[config.mk]
export PLATFORM = sky130hd
export DESIGN_NAME = mte_ctrl
export DESIGN_NICKNAME = d
export VERILOG_FILES = /design/src/hw/rtl/mte_pkg.sv /design/src/hw/rtl/mte_ctrl.sv
export SDC_FILE = /design/constraint.sdc
export NUM_CORES = 1
export LEC_CHECK = 0
export BUFFER_PORTS_ARGS = -buffer_cell sky130_fd_sc_hd__buf_4
export CAP_MARGIN = 20
export CORE_AREA = 4 4 41 43
export DETAILED_ROUTE_END_ITERATION = 8
export DIE_AREA = 0 0 45 47
export PLACE_DENSITY_LB_ADDON = 0.25
export RECOVER_POWER = 100
export SYNTH_ARGS = -nofsm -noshare
export SYNTH_HDL_FRONTEND = slang
export SYNTH_SLANG_ARGS = --single-unit
[constraint.sdc]
create_clock -name i_clk -period 3.49 [get_ports i_clk]
set_clock_uncertainty 0.1 [all_clocks]
set_input_delay 0.5235 -clock i_clk [delete_from_list [all_inputs] [get_ports i_clk]]
set_output_delay 0.5235 -clock i_clk [all_outputs]
set_load 0.05 [all_outputs]
[src/hw/rtl/mte_pkg.sv]
// shared types, constants and symbol table for the base-41 modexp text decryptor
// used by mte_dp, mte_ctrl and base41_modexp_text_decrypt
package mte_pkg;

    localparam int GROUP_CHARS = 6;
    localparam int DROP_PERIOD = 8;
    localparam int CFG_IDX_W   = 8;

    localparam logic [CFG_IDX_W-1:0] REG_EXPONENT = CFG_IDX_W'(0);
    localparam logic [CFG_IDX_W-1:0] REG_MODULUS  = CFG_IDX_W'(1);

    localparam logic [31:0] EXPONENT_RST = 32'd1921821779;
    localparam logic [31:0] MODULUS_RST  = 32'd4294434817;
    localparam logic [5:0]  BASE         = 6'd41;
    localparam logic [7:0]  NEWLINE      = 8'd10;

    // floor(v / 41) == (v * DIV41_MAGIC) >> DIV41_SHIFT for every 32-bit v
    localparam logic [31:0] DIV41_MAGIC  = 32'd3352169597;
    localparam int          DIV41_SHIFT  = 37;

    localparam logic [7:0] SYMBOLS [41] = '{
        8'h20, 8'h61, 8'h62, 8'h63, 8'h64, 8'h65, 8'h66, 8'h67, 8'h68, 8'h69,
        8'h6A, 8'h6B, 8'h6C, 8'h6D, 8'h6E, 8'h6F, 8'h70, 8'h71, 8'h72, 8'h73,
        8'h74, 8'h75, 8'h76, 8'h77, 8'h78, 8'h79, 8'h7A, 8'h23, 8'h2E, 8'h2C,
        8'h27, 8'h21, 8'h3F, 8'h28, 8'h29, 8'h2D, 8'h3A, 8'h24, 8'h2F, 8'h26,
        8'h5C
    };

    typedef enum logic [1:0] {MM_REDUCE, MM_SQR, MM_MUL} t_mm_op;
    typedef enum logic [1:0] {OUT_NL, OUT_BAD, OUT_DIGIT} t_out_sel;

    typedef struct packed {
        logic     take;
        logic     mm_start;
        t_mm_op   mm_op;
        logic     ebit_dec;
        logic     div_load;
        logic     div_run;
        logic     out_load;
        t_out_sel out_sel;
    } t_cmd;

    typedef struct packed {
        logic is_nl;
        logic is_drop;
        logic is_bad;
        logic completes;
        logic spoiled;
        logic mm_done;
        logic exp_zero;
        logic loop_done;
        logic ebit_set;
        logic digits_full;
        logic emit_last;
        logic out_free;
    } t_stat;

    // {found, index}
    function automatic logic [6:0] sym_lookup(logic [7:0] c);
        logic [6:0] res;
        res = 7'd0;
        for (int i = 0; i < 41; i++) begin
            if (SYMBOLS[i] == c) begin
                res = {1'b1, 6'(i)};
            end
        end
        return res;
    endfunction

    function automatic logic [7:0] sym_char(logic [5:0] d);
        logic [7:0] res;
        res = 8'd0;
        if (d < BASE) begin
            res = SYMBOLS[d];
        end
        return res;
    endfunction

endpackage

[src/hw/rtl/mte_ctrl.sv]
// controller: sequences group intake, reduction, square-and-multiply, digit split and emit
// uses mte_pkg command and status structs
module mte_ctrl (
    input  logic           i_clk,
    input  logic           i_rst_n,
    input  logic           i_in_valid,
    output logic           o_in_stall,
    input  mte_pkg::t_stat i_stat,
    output mte_pkg::t_cmd  o_cmd
);

    typedef enum logic [2:0] {
        S_IDLE, S_RED, S_LOOP, S_SQR, S_BIT, S_MUL, S_DIV, S_EMIT
    } t_state;

    t_state r_state, n_state;
    logic   accept;

    assign o_in_stall = !(r_state == S_IDLE && i_stat.out_free);
    assign accept     = i_in_valid && !o_in_stall;

    always_comb begin
        n_state       = r_state;
        o_cmd         = '0;
        o_cmd.mm_op   = mte_pkg::MM_REDUCE;
        o_cmd.out_sel = mte_pkg::OUT_NL;
        case (r_state)
            S_IDLE: begin
                if (accept) begin
                    o_cmd.take = 1'b1;
                    if (i_stat.is_nl) begin
                        o_cmd.out_load = 1'b1;
                        o_cmd.out_sel  = mte_pkg::OUT_NL;
                    end else if (!i_stat.is_drop) begin
                        if (i_stat.is_bad) begin
                            o_cmd.out_load = 1'b1;
                            o_cmd.out_sel  = mte_pkg::OUT_BAD;
                        end else if (i_stat.completes && !i_stat.spoiled) begin
                            o_cmd.mm_start = 1'b1;
                            o_cmd.mm_op    = mte_pkg::MM_REDUCE;
                            n_state        = S_RED;
                        end
                    end
                end
            end
            S_RED: begin
                if (i_stat.mm_done) begin
                    n_state = S_LOOP;
                end
            end
            S_LOOP: begin
                if (i_stat.exp_zero || i_stat.loop_done) begin
                    o_cmd.div_load = 1'b1;
                    n_state        = S_DIV;
                end else begin
                    o_cmd.mm_start = 1'b1;
                    o_cmd.mm_op    = mte_pkg::MM_SQR;
                    n_state        = S_SQR;
                end
            end
            S_SQR: begin
                if (i_stat.mm_done) begin
                    n_state = S_BIT;
                end
            end
            S_BIT: begin
                if (i_stat.ebit_set) begin
                    o_cmd.mm_start = 1'b1;
                    o_cmd.mm_op    = mte_pkg::MM_MUL;
                    n_state        = S_MUL;
                end else begin
                    o_cmd.ebit_dec = 1'b1;
                    n_state        = S_LOOP;
                end
            end
            S_MUL: begin
                if (i_stat.mm_done) begin
                    o_cmd.ebit_dec = 1'b1;
                    n_state        = S_LOOP;
                end
            end
            S_DIV: begin
                if (i_stat.digits_full) begin
                    n_state = S_EMIT;
                end else begin
                    o_cmd.div_run = 1'b1;
                end
            end
            S_EMIT: begin
                if (i_stat.out_free) begin
                    o_cmd.out_load = 1'b1;
                    o_cmd.out_sel  = mte_pkg::OUT_DIGIT;
                    if (i_stat.emit_last) begin
                        n_state = S_IDLE;
                    end
                end
            end
            default: begin
                n_state = S_IDLE;
            end
        endcase
    end

    always_ff @(posedge i_clk) begin
        if (!i_rst_n) begin
            r_state <= S_IDLE;
        end else begin
            r_state <= n_state;
        end
    end

endmodule

==> metrics.txt <==
HPWL after DPL=868.7 µm; kind of end point of the critical path=output port; total grt overflow=0; number of input and output port buffers inserted=25; cell-by-cell trace of the critical path=nor4b_1 -> and4_1 -> or3_1 -> clkbuf_1; number of design rule violations left after detail routing=0; net switching power=0.2013 mW; crit share post-route=77.59%; fin area=554.3 µm²; area delta synth->final=40.64%; unrepaired setup endpoints after global routing=no; Yosys warnings=0; max-capacitance violation count=0; most flop-heavy register=r_state; syn nets=66; maximum vdd drop=0.2440 mV; number of distinct library cells after synthesis=34; number of H-tree branching levels=1; clock latency on the worst-skew pair=230 ps; Achievable Freq=0.3693 GHz; wire length of the first global-routing pass=1828 µm; per-cell routed wire length=12.38 µm; HP Class=input port to flop; number of setup buffers added after CTS=0; synthesis-stage register bit count=3; fraction of layout instances using a drive strength above 1=29.87%; transition at the pin with the smallest max-transition slack=579.9 ps; total via count after detailed routing=468; WP buf/inv=1; leading cell types in the layout, fill and taps excluded=buf_4 (15), clkbuf_1 (11), inv_1 (5), nand2_1 (4), nor2_1 (4); type of the worst setup path=flop to output port; floorplan die area=2115 µm²; cell at the root of the clock tree=clkbuf_4; portion of synthesized cell area occupied by the leading cell type=15.24%; maximum root-to-sink buffer count=2; accumulated negative setup slack=0 ps; Iter 0 DRT Violations=7; cells taking the most area after synthesis=dfxtp_1 (15%), and4_2 (5.1%), o211a_1 (5.1%); GP Congestion=0.7646; clock buffer count from CTS=3; via density per instance=5.087; initial antenna violation count=0; Int Pwr=0.1681 mW; nets@finish=93; post-detailed-route count of antenna-violating nets=0; number of flip-flops under the largest register name=3; switching fraction of total power=54.49%; floorplan die height=47 µm; Total Routing Usage GR=11.91%; total of endpoints with negative setup slack in the final report=0; area inside the core boundary=1301 µm²; total I/O pin count=26; TritonCTS clock tree=done; initial cell density of the core=30.29%; cell count after synthesis=51; most frequent standard cell in the layout excluding fill and tap cells=buf_4; TritonCTS Sinks=3; Max Slew Vio Count=0; run status=finished clean; combinational power share=60.6%; worst endpoint required time=2870 ps; aggregate routed wire length=1139 µm; Site Rows=13; clock network power share=16.3%; total leakage power=0.2637 nW; kind of start point of the critical path=flop; standard cell area after detailed placement=576.8 µm²; Final Hold Vio Count=0; cell type with the largest total area after synthesis=dfxtp_1; Post-Syn Area=394.1 µm²; delay of the slowest cell on the worst path=560 ps; PwrDens=666.4 nW/µm²; sequential power share=23.0%; peak fanout along the critical path=16; max-slew headroom at the worst pin=60.80%; Period minus WS final=2708 ps; maximum number of pins on one net before global-route repair=17; slowest library cell on the worst path=nor4b_1; post-CTS resize count=0; number of global-route vias before repair=473; Die X=45 µm; biggest registers after layout=r_state: 3 flops; ANT cells=0; total of hold buffers inserted after clock tree synthesis=0; detailed-router iteration count before antenna repair=3; Top delay family on crit path=simple AND/OR/NAND/NOR gates; mean instance size in the synthesized netlist=7.728 µm²; Clock transition at path regs=40 ps; register area share after synthesis=15.24%; CP Data Arrival Time=2080 ps
path summary, 6_finish.rpt:
| check | end | start | slack (ps) | depth (start not counted) |
|---|---|---|---|---|
| min reg2reg | r_state[1]$_SDFFE_PN0P_ | r_state[1]$_SDFFE_PN0P_ | 600 | 2 |
| max reg2reg | r_state[1]$_SDFFE_PN0P_ | r_state[2]$_SDFFE_PN0P_ | 2070 | 3 |
| min | r_state[0]$_SDFFE_PN0P_ | i_rst_n | 450 | 2 |
| max | o_cmd[8] | r_state[2]$_SDFFE_PN0P_ | 780 | 4 |
worst reg2reg max path, stage by stage (launching register included):
cell and delay [ps]:
dfxtp_1 590, and2b_1 240, a311oi_1 270, o31a_1 170
synth_stat cells (all sizes together):
library cell	n
a21oi	3
o211a	2
and4	4
o31ai	1
nor2	4
nand2b	1
a211oi	1
o311ai	1
nor3	2
a311oi	1
or2	1
nor3b	1
inv	5
dfxtp	3
a22oi	1
a41o	1
nand2	5
o21bai	1
and2b	2
o21ai	1
buf	3
nor4b	2
and3	1
or3	1
or3b	1
a32o	1
o31a	1
layer usage:
layer	vias up	track usage (%)	wire length, µm
met5	-	0	0
met4	0	8.772	8
met3	2	2.682	78
met2	16	19.21	532
met1	206	13.80	519
li1	244	-	-
final cells by class:
cell class	count	area (µm²)
multi-input cells	40	280.3
inverters	5	18.77
repair buffers	25	150.1
fillers	156	747.0
flip-flops and latches	3	60.06
well taps	15	18.77
clock buffers	4	26.28
power groups by stage:
stage	Combinational, mW	Clock, mW	Sequential (mW)
floorplan	0.215	0	0.0582
global placement	0.243	0	0.0878
detailed placement	0.244	0	0.0873
CTS	0.244	0.0646	0.0873
global route	0.243	0.0678	0.0912
finish	0.224	0.0603	0.0851
per-stage QoR:
stage | hold slack [ps] | power, mW | setup slack [ps] | std cells | util (%)
2_1_floorplan | 549.3 | 0.2735 | 624.0 | 51 | -
6_report | 445.2 | 0.3694 | 782.0 | 92 | 42.60
5_1_grt | 447.2 | 0.4018 | 622.9 | 92 | 42.60
3_3_place_gp | 605.1 | 0.3306 | 1333 | 88 | 44.33
3_5_place_dp | 608.2 | 0.3308 | 1311 | 88 | 44.33
4_1_cts | 432.5 | 0.3962 | 1158 | 92 | 46.35
cells by family after synthesis:
group | Yosys count | share of synthesized area [%]
simple gates | 25 | 43.18
flops | 3 | 15.24
buf+inv | 8 | 10.79
compound gates | 15 | 30.79
Note: power is estimated with default switching activity, not from simulation.
